## src/hw/rtl/mlem_pkg.sv

```systemverilog
// Shared types and constants of the MLEM reconstruction engine.
`timescale 1ns / 1ps

package mlem_pkg;

  // Item operation codes.
  localparam logic [1:0] OP_LOAD_MATRIX = 2'd0;
  localparam logic [1:0] OP_LOAD_IMAGE  = 2'd1;
  localparam logic [1:0] OP_START       = 2'd2;
  localparam logic [1:0] OP_READ        = 2'd3;

  // Register indexes on the configuration port.
  localparam logic [1:0] REG_IMAGE_BINS  = 2'd0;
  localparam logic [1:0] REG_OBJECT_BINS = 2'd1;
  localparam logic [1:0] REG_ITERATIONS  = 2'd2;

  // Register reset values.
  localparam logic [8:0] IMAGE_BINS_RST  = 9'd256;
  localparam logic [8:0] OBJECT_BINS_RST = 9'd256;
  localparam logic [6:0] ITERATIONS_RST  = 7'd0;

  // 1.0 in Q16.16.
  localparam logic [31:0] ONE_Q16 = 32'h0001_0000;

  // Datapath widths: accumulators, dividend and divisor of the divider.
  localparam int ACC_W = 64;
  localparam int NUM_W = 96;
  localparam int DEN_W = 64;
  localparam int QUO_W = 32;

  typedef struct packed {
    logic [1:0]  operation;
    logic [7:0]  image_index;
    logic [7:0]  object_index;
    logic [31:0] load_value;
  } in_item_t;

  typedef struct packed {
    logic        status;
    logic [31:0] estimate;
  } out_item_t;

endpackage

```

## src/hw/rtl/mlem_div.sv

```systemverilog
// Sequential saturating divider: one quotient bit per cycle.
`timescale 1ns / 1ps

module mlem_div (
  input  logic                            clk,
  input  logic                            rst_n,
  input  logic                            start,
  input  logic [mlem_pkg::NUM_W-1:0]      num,
  input  logic [mlem_pkg::DEN_W-1:0]      den,
  output logic                            done,
  output logic [mlem_pkg::QUO_W-1:0]      quot
);

  typedef enum logic [2:0] {
    D_IDLE  = 3'b001,
    D_CHECK = 3'b010,
    D_RUN   = 3'b100
  } div_state_t;

  div_state_t                       state_r, state_nxt;
  logic [mlem_pkg::NUM_W-1:0]       num_r, num_nxt;
  logic [mlem_pkg::DEN_W-1:0]       den_r, den_nxt;
  logic [mlem_pkg::DEN_W-1:0]       rem_r, rem_nxt;
  logic [mlem_pkg::QUO_W-1:0]       low_r, low_nxt;
  logic [mlem_pkg::QUO_W-1:0]       q_r, q_nxt;
  logic [4:0]                       cnt_r, cnt_nxt;
  logic                             done_r, done_nxt;
  logic [mlem_pkg::DEN_W:0]         rem_sh;
  logic                             take;

  // Shift in the next dividend bit and try to subtract the divisor.
  assign rem_sh = {rem_r, low_r[mlem_pkg::QUO_W-1]};
  assign take   = (rem_sh >= {1'b0, den_r});

  always_comb begin
    state_nxt = state_r;
    num_nxt   = num_r;
    den_nxt   = den_r;
    rem_nxt   = rem_r;
    low_nxt   = low_r;
    q_nxt     = q_r;
    cnt_nxt   = cnt_r;
    done_nxt  = 1'b0;
    unique case (state_r)
      D_IDLE: begin
        if (start) begin
          num_nxt   = num;
          den_nxt   = den;
          state_nxt = D_CHECK;
        end
      end
      D_CHECK: begin
        // A zero divisor gives zero; a quotient of 2^32 or more saturates.
        if (den_r == '0) begin
          q_nxt     = '0;
          done_nxt  = 1'b1;
          state_nxt = D_IDLE;
        end else if (num_r[mlem_pkg::NUM_W-1:mlem_pkg::QUO_W] >= den_r) begin
          q_nxt     = '1;
          done_nxt  = 1'b1;
          state_nxt = D_IDLE;
        end else begin
          rem_nxt   = num_r[mlem_pkg::NUM_W-1:mlem_pkg::QUO_W];
          low_nxt   = num_r[mlem_pkg::QUO_W-1:0];
          q_nxt     = '0;
          cnt_nxt   = '0;
          state_nxt = D_RUN;
        end
      end
      D_RUN: begin
        rem_nxt = take ? mlem_pkg::DEN_W'(rem_sh - {1'b0, den_r})
                       : rem_sh[mlem_pkg::DEN_W-1:0];
        low_nxt = {low_r[mlem_pkg::QUO_W-2:0], 1'b0};
        q_nxt   = {q_r[mlem_pkg::QUO_W-2:0], take};
        cnt_nxt = cnt_r + 5'd1;
        if (cnt_r == 5'd31) begin
          done_nxt  = 1'b1;
          state_nxt = D_IDLE;
        end
      end
      default: state_nxt = D_IDLE;
    endcase
  end

  always_ff @(posedge clk) begin
    if (!rst_n) begin
      state_r <= D_IDLE;
      done_r  <= 1'b0;
    end else begin
      state_r <= state_nxt;
      done_r  <= done_nxt;
    end
    num_r <= num_nxt;
    den_r <= den_nxt;
    rem_r <= rem_nxt;
    low_r <= low_nxt;
    q_r   <= q_nxt;
    cnt_r <= cnt_nxt;
  end

  assign done = done_r;
  assign quot = q_r;

endmodule

```

## config.mk

```make
export PLATFORM = sky130hd
export DESIGN_NAME = mlem_div
export DESIGN_NICKNAME = d
export VERILOG_FILES = /design/src/hw/rtl/mlem_pkg.sv /design/src/hw/rtl/mlem_div.sv
export SDC_FILE = /design/constraint.sdc
export NUM_CORES = 1
export LEC_CHECK = 0
export ABC_AREA = 1
export BUFFER_PORTS_ARGS = -buffer_cell sky130_fd_sc_hd__buf_2
export CORE_MARGIN = 10
export CORE_UTILIZATION = 44
export CTS_CLUSTER_DIAMETER = 100
export CTS_CLUSTER_SIZE = 30
export DETAILED_ROUTE_END_ITERATION = 10
export GPL_TIMING_DRIVEN = 0
export PLACE_DENSITY = 0.71
export SYNTH_ARGS = -nofsm -noshare
export SYNTH_HDL_FRONTEND = slang
export SYNTH_SLANG_ARGS = --single-unit
```

## constraint.sdc

```tcl
create_clock -name clk -period 9.3 [get_ports clk]
set_input_delay 0.465 -clock clk [delete_from_list [all_inputs] [get_ports clk]]
set_output_delay 0.465 -clock clk [all_outputs]
set_load 0.005 [all_outputs]
```

* Yosys cells after proc, flatten, opt, wreduce, memory -nomap -nowiden *
Index checks and enable logic that the tools add are counted.

operators by class
  div/mod/pow operators = 0
  reduce and logical (&&, ||, !) cells = 5
  shifts and indexed selects = 0
  mux-type cells = 22
  multiply operators = 0
  equality and inequality tests = 8
  $lt $le $gt $ge = 2
  add/sub/neg operators = 2
  bitwise gates (word level) = 0

operators with widths
  operator               number
  $mux W64               3
  $mux W32               4
  $pmux W32 S2           2
  $pmux W64 S2           1
  $ge A65 B64 Y1         1
  $ge A64 B64 Y1         1
  $logic_not A64 Y1      1
  $sub A64 B64 Y64       1
  $mux W3                4
  $mux W5                2
  $pmux W5 S2            1
  $pmux W3 S3            1
  $ne A2 B2 Y1 const B   4
  $add A5 B1 Y5 const B  1
  $eq A5 B5 Y1 const B   1
  $reduce_and A2 Y1      2
  $eq A3 B1 Y1 const B   1
  $eq A3 B2 Y1 const B   1
  $eq A3 B3 Y1 const B   1
  $mux W1                3
  $reduce_and A3 Y1      1
  $pmux W1 S2            1
  $reduce_bool A2 Y1     1

storage, ports and cells
  input port bits = 163
  bits in latches = 0
  bits in writable memories = 0
  memory bits (read-only) = 0
  memories kept = 0
  register bits after elaboration = 297
  output and inout bits = 33

* Logic depth before layout (Yosys ltp) *
Gate-level depths: netlist (run 1).

  word-level depth = 4
  gate-level depth with buffers = 19

* Worst setup path before layout (run 1) *
Ideal clock, no wire load.

  path kind = register to register
  from = reg state_r[0]
  to = reg cnt_r[0] (enable)
  path slack = -527 ps
  arrival time = 9111 ps
  path buffers = 1
  library setup time = 715 ps
  clock period less this slack = 9827 ps
  stages on the path, launching flop included = 6
  cells stage by stage = dfxtp_1 -> nor3_1 -> inv_1 -> clkbuf_1 -> nand2_1 -> a21boi_0

between the ends
  word-level cells in the longest chain between the ends = 3
  elaborated cells on any way between the ends = 6
  those cells by class = eq/ne: 4; reduce/logical: 2

RTL lines
  element                                                                     RTL line        RTL
  start, declared                                                             mlem_div.sv:20  div_state_t state_r, state_nxt;
  start signal, assigned                                                      mlem_div.sv:90  state_r <= state_nxt;
  $eq A3 B2 Y1 / $eq A3 B3 Y1 (equally long branches)                         mlem_div.sv:44  unique case (state_r)
  $ne A2 B2 Y1 (no source line) / $reduce_bool A2 Y1 (equally long branches)  -
  $reduce_and A3 Y1 (no source line) (*)                                      -
  end signal, assigned                                                        mlem_div.sv:98  cnt_r <= cnt_nxt;
  end, declared                                                               mlem_div.sv:26  logic [4:0] cnt_r, cnt_nxt;

Mark *: on every way between the ends. The rest lies on a longest branch, timed or not.
A chain may end at the register's enable or synchronous reset.

* Worst setup path in the final report (run 1) *
  from = reg state_r[2]
  to = reg rem_r[26] in the netlist's numbering (enable)

between the ends
  word-level cells in the longest chain between the ends = 3
  elaborated cells on any way between the ends = 6
  those cells by class = eq/ne: 4; reduce/logical: 2

RTL lines
  element                                                                     RTL line        RTL
  $eq A3 B2 Y1 / $eq A3 B3 Y1 (equally long branches)                         mlem_div.sv:44
  $ne A2 B2 Y1 (no source line) / $reduce_bool A2 Y1 (equally long branches)  -
  $reduce_and A3 Y1 (no source line) (*)                                      -
  end signal, assigned                                                        mlem_div.sv:95  rem_r <= rem_nxt;
  end, declared                                                               mlem_div.sv:23  logic [mlem_pkg::DEN_W-1:0] rem_r, rem_nxt;

Marks and branches as above.

==> metrics.cfg, run 1 <==
[yosys]
yosysUniqueCellTypes = 39
syn_nets = 2724
synth_flop_cell = edfxtp_1
synth_common_cells = 893 x nand2_1, 400 x inv_1, 293 x edfxtp_1
ys_ff_latch = 297
synth_edf_count = 293
synth.most_common_cell = nand2_1
syn-mean-instance-area_sq_um = 7.945
yosysWarnings = 0
synth_cells = 2430
synth_area_leader_cell = edfxtp_1
synth_area_leaders = edfxtp_1 46%, nand2_1 17%, ha_1 8.4%
synth_async_sr_flop_share = 0
synth_top_area_share = 0.4557
synth_area_sq_mm = 0.01931
synth-seq-area-share = 0.4599

[die]
coreArea_sq_mm = 0.04327
die_w_microns = 229.5
die_area_sq_mm = 0.05266
fp-row-count = 76
fp.dieH_microns = 229.5
start_util = 0.4462
io_pins = 196

[min_path]
hold_path_class = input pin to register
worstHoldPathCells = 1

[sta]
fin_hold_ws_ns = 0.07834
rsz0062_at_grt = false
drv_slew = 0
fmax_mhz = 238.0
layout_min_cycle_time_ns = 4.202
min_period_over_period = 0.4518
setup_ws_ns = 5.098
finalHoldViolCount = 0
worst_slew_pin_slew_ns = 1.173
slew_headroom = 0.2107
finClkSkew_ns = 0.02366
setup_viol = 0

[placement]
port_buffers = 195
pre_cts_ws_ns = 4.593
gp_congestion = 0.9317
hpwl_mm = 47.74

[status]
status = finished clean

[power_and_ir_drop]
swShare = 0.3084
power_leakage_nw = 10.53
power_density_mw_per_mm2 = 142.8
ir_drop_uv = 167.6
clkPwrFrac = 0.234
power_w = 0.003084
switchingPower_w = 0.0009510
internal_power_w = 0.002133
combPwrFrac = 0.242
pwr-share-seq = 0.524

[clocking]
hold_buffers = 0
cts_resized = 0
cts_sinks = 297
clkLatencyLatePin_ns = 0.55
cts_root_buffer = clkbuf_16
path_clk_slew_ns = 0.11
htreeDepth = 1
cts_buffer_depth = 3
postCtsSetupBuffers = 0
cts_made_buffers = 14
cts_tree = built

[worst_setup_path]
r2r_cells = 7
path_delay_family = simple AND/OR/NAND/NOR gates
arrival_ns = 4.44
cp-end-kind = register
worst_path_max_delay_cell = nor3_1
path_depth = 7
path_cells = inv_1 > nor3_1 > inv_1 > clkbuf_1 > nand2_2 > a21boi_4 > buf_12
worstSetupPathType = register to register
crit_fanout = 33
crit_top_cell = inv_1
required_ns = 9.54
start_kind = register
path_buf_inv = 4
slowest_delay_ns = 0.86

[cells_and_area]
insertedDiodeCount = 0
drive_above_1_share = 0.1239
fin_nets = 2942
area_growth_pct = 11.86
final_util = 0.4991

[global_route]
grt_usage = 0.2128
grt_pass1_wl_mm = 89.24
grt.overflow.total = 0
grt_max_degree = 39
antenna_found_initial = 4
grt_pass1_vias = 16244

[routing]
post_drt_wl_per_cell_microns = 17.72
drt_wl_total_mm = 57.42
antenna_left = 0
drc = 0
drt-pass1-iter-count = 5
vias = 16101
via_per_inst = 4.968
drt-initial-drc-count = 1031

[job]
cap_viol_max_count = 0

-- through the flow --
step | area (sq um) | TNS [ns] | std cells
floorplan | 19310 | 0 | 2430
global placement | 21010 | -267.04 | 3210
detailed placement | 21170 | 0 | 3217
CTS | 21590 | 0 | 3241
global route | 21600 | 0 | 3241
finish | 21600 | 0 | 3241
-- path summary, 6_finish.rpt --
path / start / to / slack (ns)
setup / recovery: state_r[2] / rem_r[26] / 5.10
hold / removal: num[3] / num_r[3] / 0.08
setup reg to reg: state_r[2] / rem_r[26] / 5.10
hold reg to reg: num_r[2] / low_r[2] / 0.51
-- power groups by stage --
| stage | clock (W) | combinational, W | sequential, W |
|---|---|---|---|
| 5_1_grt | 0.000788 | 0.000840 | 0.00162 |
| 3_3_place_gp | 0 | 0.000712 | 0.00167 |
| 6_report | 0.000722 | 0.000746 | 0.00162 |
| 3_5_place_dp | 0 | 0.000743 | 0.00165 |
| 2_1_floorplan | 0 | 0.000498 | 0.00166 |
| 4_1_cts | 0.000746 | 0.000747 | 0.00162 |
-- cell usage in the layout (no fill, tap or decap), drive strengths merged --
master	n
a21boi	1
a21o	3
a21oi	98
a31oi	1
and2	2
buf	231
clkbuf	39
clkinv	2
dfxtp	4
edfxtp	293
fa	1
ha	130
inv	407
nand2	943
nand3	185
nand3b	21
nand4	18
nor2	153
nor3	27
nor3b	3
nor4	13
o21a	2
o21ai	32
o21bai	11
o22ai	1
or2	1
xnor2	32
xor2	2
-- metal layers --
layer  vias up  GRT usage  part of all wire
met4         2    0.06062             0.029
met2       363     0.3583              0.47
met3        69    0.02621             0.042
met1      7455     0.2821              0.46
met5         -          0           0.00012
li1       8212          -                 -
-- kinds of logic (layout without fill, tap and decap cells) --
kind of cell    after synthesis  in the layout  share of synthesized area
buf+inv                     453            679                    0.09870
flops                       297            297                     0.4599
fa+ha+maj                   131            131                    0.08529
simple gates               1366           1366                     0.2992
compound gates              149            149                    0.04154
xor+xnor                     34             34                    0.01542
-- registers in the layout, indices dropped and copies added, names as in the netlist --
signal and count:
state_r 3, low_r 32, rem_r 64, num_r 96, done 1, quot 32
cnt_r 5, den_r 64
-- layout make-up --
cell class	count	area [sq um]
inverters	404	1516
multi-input cells	1680	8543
clock buffers	19	369.1
fillers	4223	21670
repair buffers	202	1116
flip-flops and latches	297	8879
well taps	585	732.0
plain buffers	49	389.1
clock inverters	5	51.30
(Power assumes the default switching activity.)
==> run 2, diff against run 1 <==
Settings changed: PLACE_DENSITY 0.71 to 0.68.
Clock period 9.3 ns to 4.4 ns, I/O delays scaled along.
==> run 2 against run 1 <==
Combinational power rose by 130%. Design area rose by 7.5%. Core utilization rose by 3.8 points. Global-route usage rose by 1.3 points. Maximum frequency rose by 9.7%. Critical path type unchanged. Clock skew rose by 0.012 ns. Critical path depth fell by 1. Clock power rose by 110%. Hold slack improved by 0.28 ns. Sequential power rose by 110%.
==> metrics.cfg, run 2 (synthesis gave the netlist of run 1 again) <==
[sta]
finClkSkew_ns = 0.03534  ; +0.01167 ns
finalHoldViolCount = 0  ; unchanged
rsz0062_at_grt = false
fmax_mhz = 261.2  ; +9.7%
drv_slew = 0  ; unchanged
fin_hold_ws_ns = 0.3630  ; +0.2847 ns
worst_slew_pin_slew_ns = 1.153  ; -0.02030 ns
layout_min_cycle_time_ns = 3.828  ; -0.3732 ns
slew_headroom = 0.2244  ; +0.01366
setup_ws_ns = 0.5716  ; -4.527 ns
setup_viol = 0  ; unchanged
min_period_over_period = 0.8701  ; +0.4183

[placement]
port_buffers = 195  ; unchanged
gp_congestion = 0.9123  ; -2.1%
hpwl_mm = 47.58  ; -0.33%
pre_cts_ws_ns = -0.2676  ; -4.860 ns

[die]
coreArea_sq_mm = 0.04327  ; unchanged
die_w_microns = 229.5  ; unchanged
start_util = 0.4462  ; unchanged
die_area_sq_mm = 0.05266  ; unchanged
fp.dieH_microns = 229.5  ; unchanged
io_pins = 196  ; unchanged
fp-row-count = 76  ; unchanged

[cells_and_area]
insertedDiodeCount = 0  ; unchanged
reg.largest.list = num_r: 96 flops, den_r: 64 flops, rem_r: 64 flops
drive_above_1_share = 0.1171  ; -0.006725
fin_nets = 3104  ; +5.5%
layout_commonest_cell = nand2_1
fill_cells = 4043  ; -4.3%
area_growth_pct = 20.30
final_cell_mix = 892 x nand2_1, 400 x inv_1, 293 x edfxtp_1
largest_register_ffs = 96  ; unchanged
regMostFlops = num_r

[routing]
drt_wl_total_mm = 60.23  ; +4.9%
drt-initial-drc-count = 1084  ; +5.1%
drt-pass1-iter-count = 5  ; unchanged
drc = 0  ; unchanged
antenna_left = 0  ; unchanged
vias = 16717  ; +3.8%
via_per_inst = 4.914  ; -1.1%
post_drt_wl_per_cell_microns = 17.70  ; about the same

[clocking]
cts_root_buffer = clkbuf_16
cts_sinks = 297  ; unchanged
htreeDepth = 1  ; unchanged
cts_tree = built
cts_made_buffers = 14  ; unchanged
cts_buffer_depth = 3  ; unchanged
clkLatencyLatePin_ns = 0.55  ; about the same
path_clk_slew_ns = 0.11  ; about the same

[global_route]
antenna_found_initial = 0  ; -4
grt.overflow.total = 0  ; unchanged
grt_usage = 0.2254  ; +0.01265
grt_pass1_wl_mm = 94.36  ; +5.7%
grt_pass1_vias = 16992  ; +4.6%
grt_max_degree = 38  ; -2.6%

[worst_setup_path]
regToRegStartpoint = state_r[0]
ff2ff_setup_slack_ns = 0.57  ; -4.53 ns
cp-end-kind = register
start_kind = register
cp-endpoint = rem_r[42]
arrival_ns = 4.06  ; -0.38 ns
startpoint = state_r[0]
r2r_cells = 6  ; -1
crit_fanout = 33  ; unchanged
rr_endpoint = rem_r[42]
required_ns = 4.63  ; -4.91 ns
worstSetupPathType = register to register

[power_and_ir_drop]
combPwrFrac = 0.255  ; +0.013
power_leakage_nw = 11.21  ; +6.4%
power_density_mw_per_mm2 = 286.9  ; +100%
pwr-share-seq = 0.513  ; -0.011
ir_drop_uv = 438.9  ; +160%
clkPwrFrac = 0.232  ; -0.002
switchingPower_w = 0.002058  ; +120%
internal_power_w = 0.004606  ; +120%
power_w = 0.006664  ; +120%
swShare = 0.3089  ; +0.0004919

[status]
status = finished clean

[min_path]
hold_path_class = input pin to register
worstHoldPathCells = 2  ; +1

[job]
cap_viol_max_count = 0  ; unchanged

## run 2: cell type report
type                            count  area (sq um)  area share
Buffer                             49         389.1     0.01675
Clock buffer                       19         369.1     0.01589
Clock inverter                      4         55.05    0.002370
Inverter                          404          1516     0.06529
Multi-Input combinational cell   1680          8548      0.3680
Sequential cell                   297          8879      0.3823
Tap cell                          585         732.0     0.03151
Timing Repair Buffer              364          2738      0.1179
## run 2: per-layer routing
| metal | vias up | global-route usage | share of wire | wire, microns |
|---|---|---|---|---|
| li1 | 8511 | - | - | - |
| met4 | 0 | 0.07407 | 0.036 | 2154 |
| met1 | 7693 | 0.2887 | 0.44 | 26550 |
| met5 | - | 0 | 0 | 0 |
| met2 | 427 | 0.3814 | 0.47 | 28210 |
| met3 | 86 | 0.03560 | 0.055 | 3311 |
## run 2: how the worst min path moves through the flow
| stage | start | endpoint |
|---|---|---|
| 4_1_cts | den[55] | den_r[55] |
| 3_3_place_gp | num[46] | num_r[46] |
| 2_1_floorplan | den[0] | den_r[0] |
| 5_1_grt | num[38] | num_r[38] |
| 6_report | num[41] | num_r[41] |
| 3_5_place_dp | num[1] | num_r[1] |
## run 2: repair_timing
| action | in CTS | in global routing |
|---|---|---|
| endpoints found under the setup margin | 101 | 85 |
| hold buffers | 162 | 0 |
| buffers inserted | 0 | 0 |
| gates resized for setup | 1 | 1 |
| hold endpoints to repair | 164 | 0 |
## run 2: power by group through the flow
stage	logic [W]	registers (W)	clock network (W)
finish	0.00170	0.00342	0.00155
detailed placement	0.00158	0.00348	0
global placement	0.00151	0.00350	0
CTS	0.00169	0.00342	0.00159
floorplan	0.00106	0.00347	0
global route	0.00190	0.00344	0.00166
## run 2: stage by stage
step	area, sq um	setup TNS, ns	std cells	utilization
3_5_place_dp	21170	-22.30	3217	0.4894
5_1_grt	23230	0	3402	0.5368
2_1_floorplan	19320	0	2430	-
4_1_cts	23220	0	3402	0.5367
6_report	23230	0	3402	0.5368
3_3_place_gp	21030	-187.16	3210	0.4861
## run 2: worst max-delay path, stage by stage, from the launching register on
cell and delay (ns):
dfxtp_1 0.34, nor3_2 0.57, inv_1 0.24, clkbuf_1 0.49, nand2_2 0.78, a21boi_4 0.77
buf_12 0.28
==> run 3, diff against run 2 <==
Settings changed: GPL_TIMING_DRIVEN 0 to not set.
Clock period 4.4 ns to 4.3 ns, I/O delays scaled along.
==> run 3 against run 2 <==
Non-clock buffer count shrank 41. Routed wire length shrank 1.7%. Sequential power grew 2%. Sequential cell count is the same. Design area shrank 1.5%. Die area is the same. Hold slack gained 0.013 ns. Critical endpoint is now rem_r[41].
==> metrics.cfg, run 3 (synthesis gave the netlist of run 1 again) <==
[worst_setup_path]
path_delay_family = buffers and inverters
crit_fanout = 64  ; +94%
path_depth = 11  ; +5
worstSetupPathType = register to register
arrival_ns = 3.57  ; -0.49 ns
cp-end-kind = register
slowest_delay_ns = 0.61  ; -0.17 ns
path_buf_inv = 2  ; -1
path_cells = inv_1 > ha_1 > a21oi_1 > o21ai_0 > a21oi_1 > nor3_1 > nor2_4 > buf_4 > nand3_1 > nand3_1 > nand2_1
required_ns = 4.58  ; -0.05 ns
start_kind = register
r2r_cells = 11  ; +5
worst_path_max_delay_cell = buf_4

[job]
cap_viol_max_count = 0  ; unchanged

[sta]
layout_min_cycle_time_ns = 3.288  ; -0.5404 ns
fmax_mhz = 304.1  ; +16%
fin_tns_setup_ns = 0  ; unchanged
worst_slew_pin_slew_ns = 1.103  ; -0.04948 ns
finClkSkew_ns = 0.01905  ; -0.01629 ns
slew_headroom = 0.2645  ; +0.04007
min_period_over_period = 0.7646  ; -0.1054
drv_slew = 0  ; unchanged
setup_viol = 0  ; unchanged
finalHoldViolCount = 0  ; unchanged
rsz0062_at_grt = false

[status]
status = finished clean

[cells_and_area]
largest_register_ffs = 96  ; unchanged
fin_nets = 3063  ; -1.3%
drive_above_1_share = 0.1116  ; -0.005515
final_util = 0.5288  ; -0.007981
layout_commonest_cell = nand2_1
final_cell_mix = 893 x nand2_1, 399 x inv_1, 293 x edfxtp_1
area_growth_pct = 18.52
reg.largest.list = num_r: 96 flops, den_r: 64 flops, rem_r: 64 flops
final_cells = 3364  ; -1.1%
regMostFlops = num_r
fill_cells = 4053  ; +0.25%

[min_path]
worstHoldPathCells = 2  ; unchanged
hold_path_class = input pin to register

[die]
start_util = 0.4462  ; unchanged
io_pins = 196  ; unchanged
coreArea_sq_mm = 0.04327  ; unchanged
fp-row-count = 76  ; unchanged
fp.dieH_microns = 229.5  ; unchanged
die_w_microns = 229.5  ; unchanged
die_area_sq_mm = 0.05266  ; unchanged

[clocking]
clkLatencyLatePin_ns = 0.54  ; about the same
htreeDepth = 1  ; unchanged
cts_made_buffers = 14  ; unchanged
path_clk_slew_ns = 0.12  ; about the same
postCtsSetupBuffers = 0  ; unchanged
cts_buffer_depth = 3  ; unchanged
cts_sinks = 297  ; unchanged
cts_root_buffer = clkbuf_16
cts_tree = built

[global_route]
antenna_found_initial = 2  ; +2
grt_pass1_vias = 16920  ; -0.42%
grt_max_degree = 103  ; +170%
grt_pass1_wl_mm = 94.01  ; -0.37%
grt.overflow.total = 0  ; unchanged
grt_usage = 0.2222  ; -0.003201

[placement]
port_buffers = 195  ; unchanged
hpwl_mm = 45.21  ; -5.0%
gp_congestion = 0.9398  ; +3.0%
placed_cells = 3176  ; -1.3%

[routing]
post_drt_wl_per_cell_microns = 17.60  ; -0.58%
vias = 16588  ; -0.77%
drt-pass1-iter-count = 5  ; unchanged
via_per_inst = 4.931  ; +0.35%
drc = 0  ; unchanged
drt_wl_total_mm = 59.21  ; -1.7%
drt-initial-drc-count = 1243  ; +15%
antenna_left = 0  ; unchanged

[power_and_ir_drop]
power_density_mw_per_mm2 = 296.7  ; +3.4%
ir_drop_uv = 325.2  ; -26%
power_leakage_nw = 11.04  ; -1.5%

[run 3: through the flow]
step | hold slack [ns] | total power [W] | instance area, sq um | setup slack [ns]
6_report | 0.3758 | 0.006789 | 22880 | 1.012
5_1_grt | 0.3576 | 0.007153 | 22880 | 0.7846
4_1_cts | 0.3532 | 0.006821 | 22880 | 0.9908
3_5_place_dp | 0.3931 | 0.005123 | 20820 | 0.9900
3_3_place_gp | 0.3914 | 0.005089 | 20820 | 1.071
2_1_floorplan | 0.3139 | 0.004629 | 19320 | 0.3166
[run 3: cell type report]
cell class	instances	area, sq um	area share
clock buffer	20	382.9	0.01673
timing repair buffer	372	2760	0.1206
clock inverter	4	55.05	0.002406
antenna	2	5.005	0.0002187
tap	585	732.0	0.03199
inverter	404	1516	0.06628
sequential	297	8879	0.3880
multi-input combinational	1680	8551	0.3737
[run 3: metal layers]
layer | vias up | GRT usage | share of wire
met5 | - | 0 | 0
met4 | 0 | 0.03911 | 0.017
met3 | 38 | 0.02732 | 0.039
met2 | 391 | 0.3855 | 0.48
met1 | 7718 | 0.2942 | 0.46
li1 | 8441 | - | -
[run 3: repair_timing]
item | in CTS | in global routing
hold endpoints to repair | 163 | 0
hold buffers | 162 | 0
resized for setup | 0 | 0
[run 3: final timing paths]
check,from,endpoint,slack (ns)
hold reg to reg,num_r[28],low_r[28],0.53
hold / removal,num[42],num_r[42],0.38
setup / recovery,den_r[50],rem_r[41],1.01
setup reg to reg,den_r[50],rem_r[41],1.01
[run 3: report_power, final]
| group | switching [W] | total [W] | leakage, nW | internal (W) |
|---|---|---|---|---|
| clock network | 0.000939 | 0.00160 | 0.212 | 0.000658 |
| logic | 0.00107 | 0.00169 | 8.07 | 0.000625 |
| registers | 0.0000826 | 0.00350 | 2.76 | 0.00342 |
| total | 0.00209 | 0.00679 | 11.0 | 0.00470 |
